--- src/rtl/core/one_wire_bus_master_core_assert.svh ---
// Assertion macros for the single-wire bus master core.
// Labelled concurrent checks on clk, disabled while arst_n is low,
// and a variant that keeps checking through reset.
`ifndef ONE_WIRE_BUS_MASTER_CORE_ASSERT_SVH
`define ONE_WIRE_BUS_MASTER_CORE_ASSERT_SVH

`ifndef NO_ASSERTIONS
`define OWM_ASSERT(lbl, prop, msg) \
	lbl: assert property (@(posedge clk) disable iff (!arst_n) prop) else $error(msg);
`define OWM_ASSERT_ALWAYS(lbl, prop, msg) \
	lbl: assert property (@(posedge clk) prop) else $error(msg);
`else
`define OWM_ASSERT(lbl, prop, msg)
`define OWM_ASSERT_ALWAYS(lbl, prop, msg)
`endif

`endif

--- src/rtl/core/owm_pkg.sv ---
package owm_pkg;

	localparam int CNT_W = 10;

	localparam logic [CNT_W-1:0] READ_LOW_TICKS  = 10'd2;
	localparam logic [CNT_W-1:0] READ_TAIL_TICKS = 10'd50;

	localparam logic [1:0] ACT_TICK  = 2'd0;
	localparam logic [1:0] ACT_RESET = 2'd1;
	localparam logic [1:0] ACT_WRITE = 2'd2;
	localparam logic [1:0] ACT_READ  = 2'd3;

	localparam logic [1:0] OP_NONE  = 2'd0;
	localparam logic [1:0] OP_RESET = 2'd1;
	localparam logic [1:0] OP_WRITE = 2'd2;
	localparam logic [1:0] OP_READ  = 2'd3;

	localparam logic [2:0] CFG_RESET_LOW     = 3'd0;
	localparam logic [2:0] CFG_PRESENCE_WAIT = 3'd1;
	localparam logic [2:0] CFG_RESET_TAIL    = 3'd2;
	localparam logic [2:0] CFG_W1_LOW        = 3'd3;
	localparam logic [2:0] CFG_W1_RELEASE    = 3'd4;
	localparam logic [2:0] CFG_W0_LOW        = 3'd5;
	localparam logic [2:0] CFG_W0_RELEASE    = 3'd6;
	localparam logic [2:0] CFG_READ_SAMPLE   = 3'd7;

	typedef enum logic [2:0] {
		PH_IDLE     = 3'd0,
		PH_RST_LOW  = 3'd1,
		PH_RST_WAIT = 3'd2,
		PH_RST_TAIL = 3'd3,
		PH_BIT_LOW  = 3'd4,
		PH_BIT_WAIT = 3'd5,
		PH_BIT_TAIL = 3'd6
	} phase_t;

	typedef struct packed {
		logic [CNT_W-1:0] reset_low;
		logic [CNT_W-1:0] presence_wait;
		logic [CNT_W-1:0] reset_tail;
		logic [CNT_W-1:0] w1_low;
		logic [CNT_W-1:0] w1_release;
		logic [CNT_W-1:0] w0_low;
		logic [CNT_W-1:0] w0_release;
		logic [CNT_W-1:0] read_sample;
	} owm_cfg_t;

	typedef struct packed {
		logic [1:0] action;
		logic [7:0] write_data;
		logic       line_level;
	} owm_item_t;

	typedef struct packed {
		phase_t           phase;
		logic [CNT_W-1:0] slot_counter;
		logic [2:0]       bit_index;
		logic [7:0]       shift_byte;
		logic [1:0]       operation;
		logic             presence_flag;
		logic [7:0]       last_read;
	} owm_state_t;

	typedef struct packed {
		logic       drive_low;
		logic       busy;
		logic       done;
		logic       presence;
		logic [7:0] read_data;
		logic       rejected;
	} owm_res_t;

	// zero length segments last one tick
	function automatic logic [CNT_W-1:0] seg_len(input logic [CNT_W-1:0] v);
		return (v == '0) ? {{(CNT_W-1){1'b0}}, 1'b1} : v;
	endfunction

	function automatic logic [CNT_W-1:0] low_len(input logic [1:0] op, input logic bit0,
			input owm_cfg_t c);
		if (op == OP_READ)
			return READ_LOW_TICKS;
		return seg_len(bit0 ? c.w1_low : c.w0_low);
	endfunction

	function automatic logic [CNT_W-1:0] release_len(input logic [1:0] op, input logic bit0,
			input owm_cfg_t c);
		if (op == OP_READ)
			return seg_len(c.read_sample);
		return seg_len(bit0 ? c.w1_release : c.w0_release);
	endfunction

endpackage

--- src/rtl/core/owm_cfg.sv ---
module owm_cfg
	import owm_pkg::*;
(
	input  logic             clk,
	input  logic             arst_n,
	input  logic             cfg_valid,
	output logic             cfg_ready,
	input  logic [2:0]       cfg_index,
	input  logic [CNT_W-1:0] cfg_data,
	output owm_cfg_t         cfg
);

	owm_cfg_t cfg_q;

	assign cfg_ready = 1'b1;
	assign cfg       = cfg_q;

	always_ff @(posedge clk or negedge arst_n) begin
		if (!arst_n) begin
			cfg_q.reset_low     <= 10'd480;
			cfg_q.presence_wait <= 10'd70;
			cfg_q.reset_tail    <= 10'd410;
			cfg_q.w1_low        <= 10'd5;
			cfg_q.w1_release    <= 10'd55;
			cfg_q.w0_low        <= 10'd60;
			cfg_q.w0_release    <= 10'd5;
			cfg_q.read_sample   <= 10'd10;
		end else if (cfg_valid && cfg_ready) begin
			unique case (cfg_index)
				CFG_RESET_LOW:     cfg_q.reset_low     <= cfg_data;
				CFG_PRESENCE_WAIT: cfg_q.presence_wait <= cfg_data;
				CFG_RESET_TAIL:    cfg_q.reset_tail    <= cfg_data;
				CFG_W1_LOW:        cfg_q.w1_low        <= cfg_data;
				CFG_W1_RELEASE:    cfg_q.w1_release    <= cfg_data;
				CFG_W0_LOW:        cfg_q.w0_low        <= cfg_data;
				CFG_W0_RELEASE:    cfg_q.w0_release    <= cfg_data;
				CFG_READ_SAMPLE:   cfg_q.read_sample   <= cfg_data;
				default:           cfg_q               <= cfg_q;
			endcase
		end
	end

endmodule

--- src/rtl/core/owm_step.sv ---
module owm_step
	import owm_pkg::*;
(
	input  owm_cfg_t   cfg,
	input  owm_state_t cur,
	input  owm_item_t  item,
	output owm_state_t nxt,
	output owm_res_t   res
);

	function automatic owm_state_t end_bit(input owm_state_t s, input owm_cfg_t c);
		owm_state_t r;
		r = s;
		if (r.operation != OP_READ)
			r.shift_byte = r.shift_byte >> 1;
		r.bit_index = r.bit_index + 3'd1;
		if (r.bit_index == 3'd0) begin
			r.phase = PH_IDLE;
			if (r.operation == OP_READ)
				r.last_read = r.shift_byte;
		end else begin
			r.phase        = PH_BIT_LOW;
			r.slot_counter = low_len(r.operation, r.shift_byte[0], c);
		end
		return r;
	endfunction

	owm_state_t       n;
	logic             fin;
	logic             rej;
	logic [CNT_W-1:0] cnt_dec;

	always_comb begin
		n       = cur;
		fin     = 1'b0;
		rej     = 1'b0;
		cnt_dec = (cur.slot_counter != '0) ? cur.slot_counter - 10'd1 : '0;
		if (item.action != ACT_TICK) begin
			if (cur.phase != PH_IDLE) begin
				rej = 1'b1;
			end else if (item.action == ACT_RESET) begin
				n.operation    = OP_RESET;
				n.phase        = PH_RST_LOW;
				n.slot_counter = seg_len(cfg.reset_low);
			end else begin
				n.operation    = (item.action == ACT_WRITE) ? OP_WRITE : OP_READ;
				n.shift_byte   = (item.action == ACT_WRITE) ? item.write_data : 8'h00;
				n.bit_index    = 3'd0;
				n.phase        = PH_BIT_LOW;
				n.slot_counter = low_len(n.operation, n.shift_byte[0], cfg);
			end
		end else if (cur.phase != PH_IDLE) begin
			n.slot_counter = cnt_dec;
			if (cnt_dec == '0) begin
				unique case (cur.phase)
					PH_RST_LOW: begin
						n.phase        = PH_RST_WAIT;
						n.slot_counter = seg_len(cfg.presence_wait);
					end
					PH_RST_WAIT: begin
						n.presence_flag = !item.line_level;
						n.phase         = PH_RST_TAIL;
						n.slot_counter  = seg_len(cfg.reset_tail);
					end
					PH_RST_TAIL: begin
						n.phase = PH_IDLE;
						fin     = 1'b1;
					end
					PH_BIT_LOW: begin
						n.phase        = PH_BIT_WAIT;
						n.slot_counter = release_len(cur.operation, cur.shift_byte[0], cfg);
					end
					PH_BIT_WAIT: begin
						if (cur.operation == OP_READ) begin
							n.shift_byte   = {item.line_level, cur.shift_byte[7:1]};
							n.phase        = PH_BIT_TAIL;
							n.slot_counter = READ_TAIL_TICKS;
						end else begin
							n   = end_bit(n, cfg);
							fin = (cur.bit_index == 3'd7);
						end
					end
					PH_BIT_TAIL: begin
						n   = end_bit(n, cfg);
						fin = (cur.bit_index == 3'd7);
					end
					default: n.phase = PH_IDLE;
				endcase
			end
		end
	end

	assign nxt           = n;
	assign res.drive_low = (n.phase == PH_RST_LOW) || (n.phase == PH_BIT_LOW);
	assign res.busy      = (n.phase != PH_IDLE);
	assign res.done      = fin;
	assign res.presence  = n.presence_flag;
	assign res.read_data = n.last_read;
	assign res.rejected  = rej;

endmodule

--- src/rtl/core/one_wire_bus_master_core.sv ---
// Single-wire bus master timing engine.
// Input channel (in_valid/in_ready): one request per item, action selects a
// tick (one microsecond, carrying the sampled line_level), a bus reset, a
// byte write (write_data, LSB first) or a byte read.
// Output channel (out_valid/out_ready): exactly one result per request, with
// the line drive, busy, done, presence, last read byte and rejected flag.
// Config channel (cfg_valid/cfg_ready): writes one of the eight 10-bit
// segment lengths; always ready. The user must write only while the engine
// is idle; the block itself does not enforce it. An accepted request is
// captured in the input register, then its result in the result register.
// Throughput: one request per cycle unless the output stalls; the step of
// the state machine and slot counter is combinational between the registers.
// Stall: while out_ready is low the result is held, one more request is
// captured in the input register, then in_ready drops.
// Reset: lengths return to their defaults, the engine goes idle and the
// presence flag and read byte clear; both registers empty.
module one_wire_bus_master_core
	import owm_pkg::*;
(
	input  logic             clk,
	input  logic             arst_n,
	input  logic             in_valid,
	output logic             in_ready,
	input  logic [1:0]       action,
	input  logic [7:0]       write_data,
	input  logic             line_level,
	output logic             out_valid,
	input  logic             out_ready,
	output logic             drive_low,
	output logic             busy_res,
	output logic             done_res,
	output logic             presence,
	output logic [7:0]       read_data,
	output logic             rejected,
	input  logic             cfg_valid,
	output logic             cfg_ready,
	input  logic [2:0]       cfg_index,
	input  logic [CNT_W-1:0] cfg_data
);

	`include "one_wire_bus_master_core_assert.svh"

	owm_cfg_t   cfg;
	owm_state_t st_q;
	owm_state_t st_nxt;
	owm_res_t   res_nxt;
	owm_res_t   res_s2;
	owm_item_t  item_s1;
	logic       valid_s1;
	logic       valid_s2;
	logic       adv;

	owm_cfg u_cfg (
		.clk       (clk),
		.arst_n    (arst_n),
		.cfg_valid (cfg_valid),
		.cfg_ready (cfg_ready),
		.cfg_index (cfg_index),
		.cfg_data  (cfg_data),
		.cfg       (cfg)
	);

	owm_step u_step (
		.cfg  (cfg),
		.cur  (st_q),
		.item (item_s1),
		.nxt  (st_nxt),
		.res  (res_nxt)
	);

	assign adv      = valid_s1 && (!valid_s2 || out_ready);
	assign in_ready = !valid_s1 || adv;

	always_ff @(posedge clk or negedge arst_n) begin
		if (!arst_n) begin
			valid_s1 <= 1'b0;
		end else if (in_ready) begin
			valid_s1 <= in_valid;
		end
	end

	always_ff @(posedge clk) begin
		if (in_valid && in_ready) begin
			item_s1.action     <= action;
			item_s1.write_data <= write_data;
			item_s1.line_level <= line_level;
		end
	end

	always_ff @(posedge clk or negedge arst_n) begin
		if (!arst_n) begin
			st_q.phase         <= PH_IDLE;
			st_q.slot_counter  <= '0;
			st_q.bit_index     <= '0;
			st_q.shift_byte    <= '0;
			st_q.operation     <= OP_NONE;
			st_q.presence_flag <= 1'b0;
			st_q.last_read     <= '0;
			valid_s2           <= 1'b0;
		end else begin
			if (adv)
				st_q <= st_nxt;
			if (adv)
				valid_s2 <= 1'b1;
			else if (out_ready)
				valid_s2 <= 1'b0;
		end
	end

	always_ff @(posedge clk) begin
		if (adv)
			res_s2 <= res_nxt;
	end

	assign out_valid = valid_s2;
	assign drive_low = res_s2.drive_low;
	assign busy_res  = res_s2.busy;
	assign done_res  = res_s2.done;
	assign presence  = res_s2.presence;
	assign read_data = res_s2.read_data;
	assign rejected  = res_s2.rejected;

	`OWM_ASSERT(a_stall_blocks_input, (valid_s1 && valid_s2 && !out_ready) |-> !in_ready, "input taken while both stages are stalled")
	`OWM_ASSERT(a_step_gives_result, adv |=> valid_s2, "a stepped request left no result")
	`OWM_ASSERT(a_drive_needs_busy, (valid_s2 && drive_low) |-> busy_res, "line driven while idle")
	`OWM_ASSERT(a_done_not_busy, (valid_s2 && done_res) |-> (!busy_res && !rejected), "done with busy or rejected")
	`OWM_ASSERT_ALWAYS(a_reset_empty, !arst_n |=> (!valid_s1 && !valid_s2), "stages not empty in reset")

endmodule
--- config.mk ---
export PLATFORM = sky130hd
export DESIGN_NAME = one_wire_bus_master_core
export DESIGN_NICKNAME = d
export VERILOG_FILES = /design/src/rtl/core/owm_pkg.sv /design/src/rtl/core/owm_cfg.sv /design/src/rtl/core/owm_step.sv /design/src/rtl/core/one_wire_bus_master_core.sv
export VERILOG_INCLUDE_DIRS = /design/src /design/src/rtl/core
export SDC_FILE = /design/constraint.sdc
export NUM_CORES = 1
export LEC_CHECK = 0
export ABC_AREA = 1
export BUFFER_PORTS_ARGS = -buffer_cell sky130_fd_sc_hd__clkbuf_2
export CAP_MARGIN = 0
export CORE_MARGIN = 2
export CORE_UTILIZATION = 35
export CTS_CLUSTER_SIZE = 28
export DETAILED_ROUTE_END_ITERATION = 16
export PLACE_DENSITY = 0.51
export SYNTH_ARGS = -nofsm -noshare
export SYNTH_HDL_FRONTEND = slang
export SYNTH_SLANG_ARGS = --single-unit
--- constraint.sdc ---
create_clock -name clk -period 4 [get_ports clk]
set_input_delay 0.6 -clock clk [delete_from_list [all_inputs] [get_ports clk]]
set_output_delay 0.6 -clock clk [all_outputs]
set_load 0.03 [all_outputs]
# Word level (Yosys, flattened, before mapping)
# Cells that the tools add are included.
# op_classes
add_sub_neg	2
n_mux	78
div	0
n_reduce_logical	40
n_eq_ne	24
bitwise	2
n_shift	0
multipliers	0
magnitude_cmp	0
# ops
cell	count
2-to-1 mux 10 bit	22
2-to-1 mux 8 bit	15
logical NOT 10 bit	9
2-to-1 mux 35 bit	2
2-to-1 mux 26 bit	2
one-hot mux 10 bit (5 select lines)	1
== test 3 bit (second input constant)	9
2-to-1 mux 1 bit	26
2-to-1 mux 13 bit	2
one-hot mux 13 bit (2 select lines)	1
AND reduction 2 bit	8
one-hot mux 3 bit (5 select lines)	1
== test 3 x 2 -> 1 bit (second input constant)	4
2-to-1 mux 11 bit	1
nonzero test 10 bit	1
subtractor 10 x 1 -> 10 bit (second input constant)	1
== test 3 x 1 -> 1 bit (second input constant)	3
2-to-1 mux 9 bit	1
nonzero test 3 bit	3
nonzero test 2 bit	4
AND reduction 7 bit	1
== test 2 bit (second input constant)	3
logical NOT 3 bit	2
2-to-1 mux 3 bit	2
other kinds (13)	22
# totals
mem_count	0
latchBits	0
reg_bits	141
mem_bits_rw	0
inputBits	29
mem_bits_ro	0
wordCells	172
out_inout_bits	16

# Longest topological paths before layout
# Gate-level depths: netlist (run 1).
# logic_depth
depth_word	19
ltp_mapped	19
mapped_depth_nobuf	17

# Cells and area by module
# A second synthesis (run 1) with hierarchy kept.
# hier_totals
cells_unflattened	1170
hier_area_um2	8503.2
# by_module_without_submodules
module	area_per_inst_um2	instances	cells_per_inst
owm_cfg	3325.7	1	367
owm_step	2930.3	1	618
one_wire_bus_master_core	2247.2	1	185

# Worst setup path after synthesis (run 1)
# OpenSTA, ideal clock, no wires.
# synth_timing
kind	flip-flop to flip-flop
from	register st_q[22] in the netlist's numbering
to	register res_s2, in the netlist read_data[2] (data pin)
arrival_ns	2.006
stages_incl_launch_ff	15
setup_time_ns	0.258
path_slack_ns	1.736
period_less_slack_ns	2.264
cell_sequence	dfrtp_1 > inv_1 > ha_1 > nand3_4 > nor2_4 > nand2_4 > nand3_1 > nand3_2 > nor2_4 > nand2_2 > inv_2 > nand3_4 > buf_6 > o21ai_0 > inv_1
# synth_lines
element	line_no	rtl
start: declaration	one_wire_bus_master_core.sv:44	owm_state_t st_q;
start signal: assignment	one_wire_bus_master_core.sv:102	st_q <= st_nxt;
end signal: assignment	one_wire_bus_master_core.sv:112	res_s2 <= res_nxt;
end: declaration	one_wire_bus_master_core.sv:47	owm_res_t res_s2;

==> reports/results.md, run 1 <==
• 141 — Sinks on Clock Net
• 0 ns — final setup TNS
• input port to async pin — worst hold path type
• 15500 µm — post-detail-place hpwl
• 141 — Synth Register Bits
• met1 — busiest layer in global routing
• 0 — Final Hold Vio Count
• 150 µm — overall die width
• 67.1% — Final Cycle Share
• 1012 — Post-Synthesis Net Count
• 0.287 ns — Worst Hold Slack
• 1.31 ns — worst-case setup slack after placement
• 1265 — placed cell count
• st_q[22]$_DFFE_PN0P_ — Critical R2R Launch
• 4.91 — vias per std cell
• 46 — count of distinct cell types in the synthesized netlist
• 53 — number of rows created at floorplan
• 5851 — vias in the first global route
• register to register — Worst Path Class, Setup
• 1.32 ns — Worst Slack Setup Final
• register — critical path capture point type
• 12.8% — ratio of cells with drive above 1 in the final layout
• 22500 µm² — Die Footprint
• 49.3% — share of the yosys chip area belonging to registers
• 43 — port buffer count
• register — CP startpoint kind
• 977 — gate count of the mapped netlist
• 68 — largest net degree at the start of global routing
• 29.6% — met1 routing resource usage after global routing
• 2.87 ns — Arrival @ worst endpoint
• 0 — Max Transition Viols Final
• 14.1% — layout overhead on the synthesized area
• 578 — number of DRC markers in iteration 0
• 0 — post-CTS resize count
• 0 — hold-fix buffers at CTS
• 17 — TritonCTS Buffers
• 19.6% — total routing usage reported by global routing
• no — RSZ-0062 raised after global routing
• 0.07 ns — clock-pin transition on the worst setup and hold timing paths
• finished clean — result of the run
• 2 — buffer levels on the longest clock path
• 0 — # Post-CTS Setup Buffers
• 4.19 ns — data required time at the worst endpoint
• 0 — number of antenna violations at the first check in global routing
• 651 nW/µm² — PD cells
• 0 — DRC viols
• 6372 — via count
• 28.4% — met2 demand-to-capacity share in global routing
• 16 — maximum fanout encountered on the critical timing path
• 35.6% — Starting Density
• 0 — number of nets with antenna violations after detailed routing
• 0.43 ns — worst skew pair latency
• 1297 — post-layout instance count excluding filler cells
• 2.68 ns — Final min period
• 24 — number of flops mapped to enable cells by yosys
• 0 — Antenna Diode Count
• 7460 µm² — synthesized cell area
• st_q[22]$_DFFE_PN0P_ — critical path startpoint
• 33300 µm — global-route wire length before repair
• 0.0101 ns — Clock Skew
• 21000 µm² — placeable core area
• 5 — First-pass DRT Iterations
• done — clock tree from TritonCTS
• 1.03 ns — worst slew pin tran
• 30.8% — tightest slew margin relative to the limit
• 0 — grt total ovfl
• 0.373 GHz — maximum achievable frequency
• 83.0% — fraction of registers with async set or reset after synthesis
• dfrtp_1 — most common flop cell mapped by yosys
• clkbuf_16 — root cell of the clock tree
• 16.3 µm — WL per Instance
• 0 — final number of setup-violating endpoints
• 45 — number of primary I/O pins
• 1044 — net count reported at finish
• 0.00411 µW — leakage power total
• 0.896 — final weighted congestion in routability-driven placement
• 0 — total number of yosys warnings
• 0.321 mV — worst vdd rail ir drop
• 3.51% — GR Layer Usage met3
• 150 µm — Chip Height
• 7.64 µm² — mean post-synth cell area
• 21100 µm — total detailed-routing wirelength
• 0 — Max-cap violations
• 4 — H-tree lvl count
layout by cell type (no fill, tap or decap), types with 3 or more instances in the layout:
cell,Yosys,final
nand2_1,326,326
o21ai_0,156,156
inv_1,101,101
dfrtp_1,90,90
nor2_1,63,63
nand3_1,46,46
clkbuf_2,1,42
a21oi_1,29,29
dfstp_2,27,27
edfxtp_1,24,24
clkbuf_16,0,17
nor3_1,8,7
nor2_2,6,6
nand3b_1,6,6
ha_1,6,6
nand4_1,5,5
buf_4,1,5
inv_2,3,3
nor2_4,3,3
nand2_2,3,3
nand3_2,3,3
o2111ai_1,3,3
a22oi_1,3,3
mux2i_1,3,3
bufinv_16,0,3
clkinvlp_4,0,3
inv_6,0,3
critical path: stages (launching register included):
cell	delay, ns
dfrtp_1	0.38
inv_1	0.13
ha_1	0.26
nand3_4	0.11
nor2_4	0.13
nand2_4	0.10
nand3_1	0.24
nand3_2	0.13
nor2_4	0.12
nand2_2	0.17
inv_2	0.17
nand3_4	0.18
o21ai_0	0.26
inv_1	0.06
registers in the layout, summed over array words and instances (netlist names):
register / flops
busy_res: 1
item_s1: 11
rejected: 1
out_valid: 1
drive_low: 1
st_q: 35
presence: 1
done_res: 1
valid_s1: 1
u_cfg.cfg: 80
read_data: 8
path summary, 6_finish.rpt:
path,slack [ns],cells after the start,to
worst max register to register,1.32,13,read_data[3]$_DFFE_PP_
worst min register to register,0.48,2,u_cfg.cfg[11]$_DFFE_PN0P_
worst min-delay path,0.29,1,u_cfg.cfg[36]$_DFFE_PN0P_
min in group clk,0.35,1,item_s1[4]$_DFFE_PP_
max in group asynchronous,2.85,2,u_cfg.cfg[76]$_DFFE_PN1P_
worst max-delay path,1.32,13,read_data[3]$_DFFE_PP_
power breakdown:
| part | internal [µW] | switching, µW |
|---|---|---|
| Sequential | 1790 | 218 |
| Combinational | 567 | 1340 |
| Clock | 985 | 645 |
| Total | 3340 | 2210 |
stage by stage:
step                      total power (µW)  util [%]  cell area [µm²]
after floorplan                       3320         -             7460
after global placement                3920      37.8             7920
after detailed placement              3920      37.8             7920
after CTS                             5570      40.7             8520
after global routing                  5930      40.7             8520
final                                 5550      40.7             8520
synthesized netlist by cell type (5+ instances only):
library cell / instances / area share, %
nand4_1: 5 / 0.42
nand3b_1: 6 / 0.60
dfrtp_1: 90 / 30
edfxtp_1: 24 / 9.7
nand3_1: 46 / 3.1
ha_1: 6 / 1.0
dfstp_2: 27 / 9.5
nor2_1: 63 / 3.2
a21oi_1: 29 / 1.9
nand2_1: 326 / 16
inv_1: 101 / 5.1
nor3_1: 8 / 0.54
nor2_2: 6 / 0.50
o21ai_0: 156 / 10
clkbuf_1: 28 / 1.4
area by class of cell:
| type | instances | area [µm²] |
|---|---|---|
| Clock buffer | 19 | 433 |
| Sequential cell | 141 | 3680 |
| Tap cell | 275 | 344 |
| Inverter | 105 | 394 |
| Timing Repair Buffer | 48 | 268 |
| Fill cell | 2214 | 12400 |
| Clock inverter | 13 | 166 |
| Multi-Input combinational cell | 696 | 3230 |
logic make-up after synthesis:
group,synth area share [%]
and+or+nand+nor,26.7
AOI/OAI and AO/OA,14.8
DFF,49.3
buffers and inverters,7.44
adders and majority gates,1.01
muxes,0.553
other,0.0502
xor gates and xnor gates,0.117
routing by layer:
layer	wire length, µm	part of all wire, %
met1	10700	51
met2	9130	43
met3	921	4.4
met4	351	1.7
met5	0	0
(Power assumes the default switching activity.)
==> inputs of run 2 (changes only) <==
==> constraint.sdc (replaced) <==
create_clock -name clk -period 2.79 [get_ports clk]
set_input_delay 0.4185 -clock clk [delete_from_list [all_inputs] [get_ports clk]]
set_output_delay 0.4185 -clock clk [all_outputs]
set_load 0.03 [all_outputs]
==> run 2 against run 1 <==
Sequential share of layout area shrank 0.94 points. Clock skew about the same. Die area unchanged. Critical path type unchanged. Global-route usage up 0.52 points. Cell count increased by 1.6%. Via count grew 2.1%. Critical endpoint is now read_data[7]$_DFFE_PP_. Combinational power up 54%. Register-to-register slack worse by 1.1 ns. Highest routed layer unchanged. Clock-buffer cell count increased by 4. Largest power group is now combinational cells. First-iteration DRC count down 8.7%. Sequential cell count unchanged.
==> reports/results.md, run 2 (same netlist as run 1, synthesis figures left out) <==
• finished clean — result of the run, unchanged
• 0.0104 ns — Clock Skew, was 0.0101 ns
• 0 — Max Transition Viols Final, unchanged
• 16.4 µm — WL per Instance, was 16.3 µm
• 528 — number of DRC markers in iteration 0, was 578
• 16200 µm — post-detail-place hpwl, was 15500 µm
• 14.5% — ratio of cells with drive above 1 in the final layout, was 12.8%
• 0 — Final Hold Vio Count, unchanged
• 0 — final number of setup-violating endpoints, unchanged
• 0.801 ns — worst slew pin tran, was 1.03 ns
• nand2_1 — most common cell after layout, fill and taps aside, unchanged
• 1030 µm — wire length on met3, was 921 µm
• write_data[5] — Worst Hold Launch
• 0.06 ns — clock-pin transition on the worst setup and hold timing paths, was 0.07 ns
• 6503 — via count, was 6372
• 0 — number of nets with antenna violations after detailed routing, unchanged
• nand2_1 (326), o21ai_0 (152), inv_1 (101) — highest-count cells in the layout ignoring fill and taps, was nand2_1 (326), o21ai_0 (156), inv_1 (101)
• clkbuf_16 — root cell of the clock tree, unchanged
• 43 — port buffer count, unchanged
• 80 — max FFs per register, unchanged
• 45 — number of primary I/O pins, unchanged
• st_q[22]$_DFFE_PN0P_ — critical path startpoint, unchanged
• 20.1% — total routing usage reported by global routing, was 19.6%
• 0.383 GHz — maximum achievable frequency, was 0.373 GHz
• 21000 µm² — placeable core area, unchanged
• 21600 µm — total detailed-routing wirelength, was 21100 µm
• 34200 µm — global-route wire length before repair, was 33300 µm
• 2 — buffer levels on the longest clock path, unchanged
• done — clock tree from TritonCTS, unchanged
• 4.93 — vias per std cell, was 4.91
• 0 — DRC viols, unchanged
• 0.440 mV — worst vdd rail ir drop, was 0.321 mV
• 10700 µm — wire length on met1, about the same
• 940 nW/µm² — PD cells, was 651 nW/µm²
• 8710 µm² — final cell area excluding filler cells, was 8520 µm²
• input port to register — worst hold path type, was input port to async pin
• 5 — First-pass DRT Iterations, unchanged
• 1318 — post-layout instance count excluding filler cells, was 1297
• 0.42 ns — worst skew pair latency, was 0.43 ns
• register — critical path capture point type, unchanged
• 2.96 ns — data required time at the worst endpoint, was 4.19 ns
• 0 — # Post-CTS Setup Buffers, unchanged
• 22500 µm² — Die Footprint, unchanged
• 4 — H-tree lvl count, unchanged
• st_q[22]$_DFFE_PN0P_ — Critical R2R Launch, unchanged
• register — CP startpoint kind, unchanged
• 2.61 ns — Final min period, was 2.68 ns
• 0.00422 µW — leakage power total, was 0.00411 µW
• 57 — largest net degree at the start of global routing, was 68
• 141 — Sinks on Clock Net, unchanged
• register to register — Worst Path Class, Setup, unchanged
• 0 — Max-cap violations, unchanged
• 0.927 — final weighted congestion in routability-driven placement, was 0.896
• 53 — number of rows created at floorplan, unchanged
• 150 µm — Chip Height, unchanged
• 2.78 ns — Arrival @ worst endpoint, was 2.87 ns
• 41.6% — Final Util, was 40.7%
• 35.6% — Starting Density, unchanged
• 150 µm — overall die width, unchanged
• 17 — TritonCTS Buffers, unchanged
• yes — RSZ-0062 raised after global routing, was no
• 1285 — placed cell count, was 1265
• 9490 µm — metal2 WL, was 9130 µm
• 6162 — vias in the first global route, was 5851
• 46.4% — tightest slew margin relative to the limit, was 30.8%
• 8070 µm² — dpl cell area, was 7920 µm²
• 16.7% — layout overhead on the synthesized area, was 14.1%
• met4 — top layer in use, unchanged
• 0.18 ns — reg2reg setup slack, was 1.32 ns
• 0 — grt total ovfl, unchanged
• 16 — maximum fanout encountered on the critical timing path, unchanged
• 0 — number of antenna violations at the first check in global routing, unchanged
• 93.6% — Final Cycle Share, was 67.1%
• 0 — Antenna Diode Count, unchanged
• 1065 — net count reported at finish, was 1044
==> run 2: worst max-delay path, cell delays in order (launching register included) <==
cell and delay [ns]:
dfrtp_1 0.37, inv_1 0.13, ha_2 0.25, nand3_4 0.10, nor2_4 0.14, nand2_4 0.10, nand3_1 0.22, nand3_2 0.12
nor2_4 0.12, nand2_2 0.16, inv_2 0.16, nand3_4 0.17, o21ai_0 0.27, inv_1 0.06
==> run 2: layer usage <==
metal | GRT usage (%) | vias to the layer above
li1 | - | 3280
met3 | 3.29 | 28
met4 | 6.56 | 0
met1 | 29.8 | 3023
met5 | 0 | -
met2 | 30.0 | 172
==> run 2: power breakdown <==
| group | switching [µW] | total, µW | internal, µW |
|---|---|---|---|
| clock network | 869 | 2380 | 1510 |
| logic | 2010 | 2940 | 927 |
| registers | 303 | 2870 | 2570 |
| total | 3180 | 8190 | 5000 |
==> run 2: worst paths after layout <==
check                                       endpoint  depth (start not counted)
min in group asynchronous  u_cfg.cfg[16]$_DFFE_PN0P_                          2
setup / recovery              read_data[7]$_DFFE_PP_                         13
hold / removal                  item_s1[6]$_DFFE_PP_                          1
hold reg to reg            u_cfg.cfg[13]$_DFFE_PN0P_                          2
setup reg to reg              read_data[7]$_DFFE_PP_                         13
max in group asynchronous  u_cfg.cfg[25]$_DFFE_PN1P_                          3
==> run 2: timing repair <==
item,4_1_cts,5_1_grt
gates resized for setup,0,5
endpoints found under the hold margin,4,0
endpoints found under the setup margin,0,17
hold buffers,1,0
==> run 2: through the flow <==
step           setup WS [ns]  power (µW)  hold slack (ns)  setup TNS (ns)
2_1_floorplan          0.526        4770            0.123               0
3_3_place_gp           0.272        5790            0.447               0
5_1_grt             -0.00828        8740            0.157         -0.0162
3_5_place_dp           0.150        5790            0.452               0
4_1_cts                0.132        8210            0.154               0
6_report               0.178        8190            0.176               0
==> run 2: final cells by class <==
type	instances	area, µm²
Fill cell	2238	12200
Sequential cell	141	3680
Multi-Input combinational cell	696	3230
Clock buffer	23	489
Timing Repair Buffer	69	428
Inverter	105	394
Tap cell	275	344
Clock inverter	9	136
==> inputs of run 3 (changes only) <==
--- a/config.mk
+++ b/config.mk
@@ -9,11 +9,13 @@
 export ABC_AREA = 1
 export BUFFER_PORTS_ARGS = -buffer_cell sky130_fd_sc_hd__clkbuf_2
 export CAP_MARGIN = 0
+export CELL_PAD_IN_SITES_DETAIL_PLACEMENT = 1
+export CELL_PAD_IN_SITES_GLOBAL_PLACEMENT = 1
 export CORE_MARGIN = 2
 export CORE_UTILIZATION = 35
 export CTS_CLUSTER_SIZE = 28
 export DETAILED_ROUTE_END_ITERATION = 16
-export PLACE_DENSITY = 0.51
+export PLACE_DENSITY = 0.64
 export SYNTH_ARGS = -nofsm -noshare
 export SYNTH_HDL_FRONTEND = slang
 export SYNTH_SLANG_ARGS = --single-unit
==> run 3 against run 2 <==
Die area did not move. Hold slack got worse by 0.16 ns. First-iteration DRC count fell by 25%. Fmax rose by 5.5%. Cell count barely moved. Sequential cell count did not move. Via count fell by 0.11%. Clock power fell by 8.4%. Sequential power barely moved. Highest routed layer unchanged.
==> reports/results.md, run 3 (same netlist as run 1, synthesis figures left out) <==
• finished clean — result of the run, unchanged
• 3.16 ns — data required time at the worst endpoint, was 2.96 ns
• 0 — DRC viols, unchanged
• register to register — Worst Path Class, Setup, unchanged
• 0.38 ns — Critical Path Max Stage Delay, was 0.37 ns
• 36600 µm — global-route wire length before repair, was 34200 µm
• 141 — Sinks on Clock Net, unchanged
• 0.404 GHz — maximum achievable frequency, was 0.383 GHz
• 21000 µm² — placeable core area, unchanged
• 88.7% — Final Cycle Share, was 93.6%
• register — critical path capture point type, unchanged
• 0 — Final Hold Vio Count, unchanged
• 6496 — via count, was 6503
• 16.2% — layout overhead on the synthesized area, was 16.7%
• 4.93 — vias per std cell, about the same
• nand2_1 (326), o21ai_0 (148), inv_1 (101) — highest-count cells in the layout ignoring fill and taps, was nand2_1 (326), o21ai_0 (152), inv_1 (101)
• 6536 — vias in the first global route, was 6162
• dfrtp_1 — Slowest-stage cell, CP, unchanged
• 15.4% — ratio of cells with drive above 1 in the final layout, was 14.5%
• 1317 — post-layout instance count excluding filler cells, was 1318
• 80 — max FFs per register, unchanged
• nand2_1 — most used cell, CP
• 0.0189 ns — Worst Hold Slack, was 0.176 ns
• register — CP startpoint kind, unchanged
• 2.47 ns — Final min period, was 2.61 ns
• 395 — number of DRC markers in iteration 0, was 528
• 22500 µm² — Die Footprint, unchanged
• 0.0845 ns — worst-case setup slack after placement, was 0.150 ns
• 1064 — net count reported at finish, was 1065
• done — clock tree from TritonCTS, unchanged
• nand2_1 — most common cell after layout, fill and taps aside, unchanged
• 53 — number of rows created at floorplan, unchanged
• 4 — H-tree lvl count, unchanged
• 41.4% — Final Util, was 41.6%
• inv_1, ha_2, nand3_4, nor2_4, nand2_4, nand3_1, nand2_1, nor2_1, nand3_1, nor2_1, nand2_1, o21ai_0, nand2_1, nand2_1 — critical path, cell by cell, was inv_1, ha_2, nand3_4, nor2_4, nand2_4, nand3_1, nand3_2, nor2_4, nand2_2, inv_2, nand3_4, o21ai_0, inv_1
• 1284 — placed cell count, was 1285
• 23400 µm — total detailed-routing wirelength, was 21600 µm
• 0 — # Post-CTS Setup Buffers, unchanged
• 17 — TritonCTS Buffers, unchanged
• 17400 µm — post-detail-place hpwl, was 16200 µm
• 0.00899 ns — Clock Skew, was 0.0104 ns
• clkbuf_16 — root cell of the clock tree, unchanged
• 2.84 ns — Arrival @ worst endpoint, was 2.78 ns
• 45 — number of primary I/O pins, unchanged
• 43 — port buffer count, unchanged
• no — RSZ-0062 raised after global routing, was yes
• 0 ns — final setup TNS, unchanged
• 35.6% — Starting Density, unchanged
• 21.5% — total routing usage reported by global routing, was 20.1%
• 5 — First-pass DRT Iterations, unchanged
• 53.9% — tightest slew margin relative to the limit, was 46.4%
• 0 — Max-cap violations, unchanged
• 0 — hold-fix buffers at CTS, was 1
• 10 — maximum fanout encountered on the critical timing path, was 16
• 150 µm — overall die width, unchanged
• 0 — number of antenna violations at the first check in global routing, unchanged
• 0.426 mV — worst vdd rail ir drop, was 0.440 mV
• 0.869 — final weighted congestion in routability-driven placement, was 0.927
• 2 — buffer levels on the longest clock path, unchanged
• 0 — grt total ovfl, unchanged
• 0.315 ns — Worst Slack Setup Final, was 0.178 ns
• 17.7 µm — WL per Instance, was 16.4 µm
• 0 — Antenna Diode Count, unchanged
• 0.07 ns — clock-pin transition on the worst setup and hold timing paths, was 0.06 ns
• 150 µm — Chip Height, unchanged
• 0 — Max Transition Viols Final, unchanged
• 0.689 ns — worst slew pin tran, was 0.801 ns
• 0.42 ns — worst skew pair latency, about the same
• 0.00421 µW — leakage power total, was 0.00422 µW
• 0 — final number of setup-violating endpoints, unchanged
• 0 — number of nets with antenna violations after detailed routing, unchanged
• input port to async pin — worst hold path type, was input port to register
• 49 — largest net degree at the start of global routing, was 57
• 919 nW/µm² — PD cells, was 940 nW/µm²
[run 3: worst paths after layout]
path	from	to	slack, ns	cells past startpoint
setup / recovery	st_q[22]$_DFFE_PN0P_	st_q[13]$_DFFE_PN0P_	0.32	14
hold / removal	arst_n	u_cfg.cfg[64]$_DFFE_PN0P_	0.02	1
setup reg to reg	st_q[22]$_DFFE_PN0P_	st_q[13]$_DFFE_PN0P_	0.32	14
hold reg to reg	u_cfg.cfg[14]$_DFFE_PN0P_	u_cfg.cfg[14]$_DFFE_PN0P_	0.48	2
max in group asynchronous	arst_n	u_cfg.cfg[10]$_DFFE_PN1P_	1.99	2
min in group clk	write_data[4]	item_s1[5]$_DFFE_PP_	0.17	1
[run 3: per-stage QoR]
step	area (µm²)	power (µW)
after floorplan	7460	4770
after global placement	8060	5750
after detailed placement	8060	5810
after CTS	8620	8020
after global routing	8670	8540
final	8670	7970
[run 3: cell type report]
type	count	area, µm²
inverters	105	397
clock inverters	15	133
multi-input cells	697	3280
fillers	2642	12300
well taps	275	344
flip-flops and latches	141	3680
clock buffers	17	425
repair buffers	67	410
[run 3: repair_timing]
| item | CTS | global route |
|---|---|---|
| resized for setup | 0 | 18 |
| endpoints found under the setup margin | 0 | 30 |
| hold endpoints to repair | 0 | 0 |
[run 3: power by group]
group          total (µW)  switching [µW]  internal, µW  leakage (µW)
Sequential           2870             304          2560       0.00167
Combinational        2920            2020           901       0.00227
Clock                2180            1010          1170      0.000268
[run 3: metal layers]
layer | GRT usage (%) | vias to the layer above | share of wire, %
li1 | - | 3265 | -
met1 | 29.2 | 3121 | 47
met2 | 35.5 | 92 | 49
met3 | 3.45 | 18 | 2.5
met4 | 5.94 | 0 | 1.5
met5 | 0 | - | 0
[run 3: critical path, delay by kind of cell, from the launching register on]
| kind | cells | cell delay (ns) |
|---|---|---|
| buffers and inverters | 1 | 0.12 |
| DFF | 1 | 0.38 |
| adders and majority gates | 1 | 0.24 |
| and+or+nand+nor | 11 | 1.36 |
| AOI/OAI and AO/OA | 1 | 0.30 |
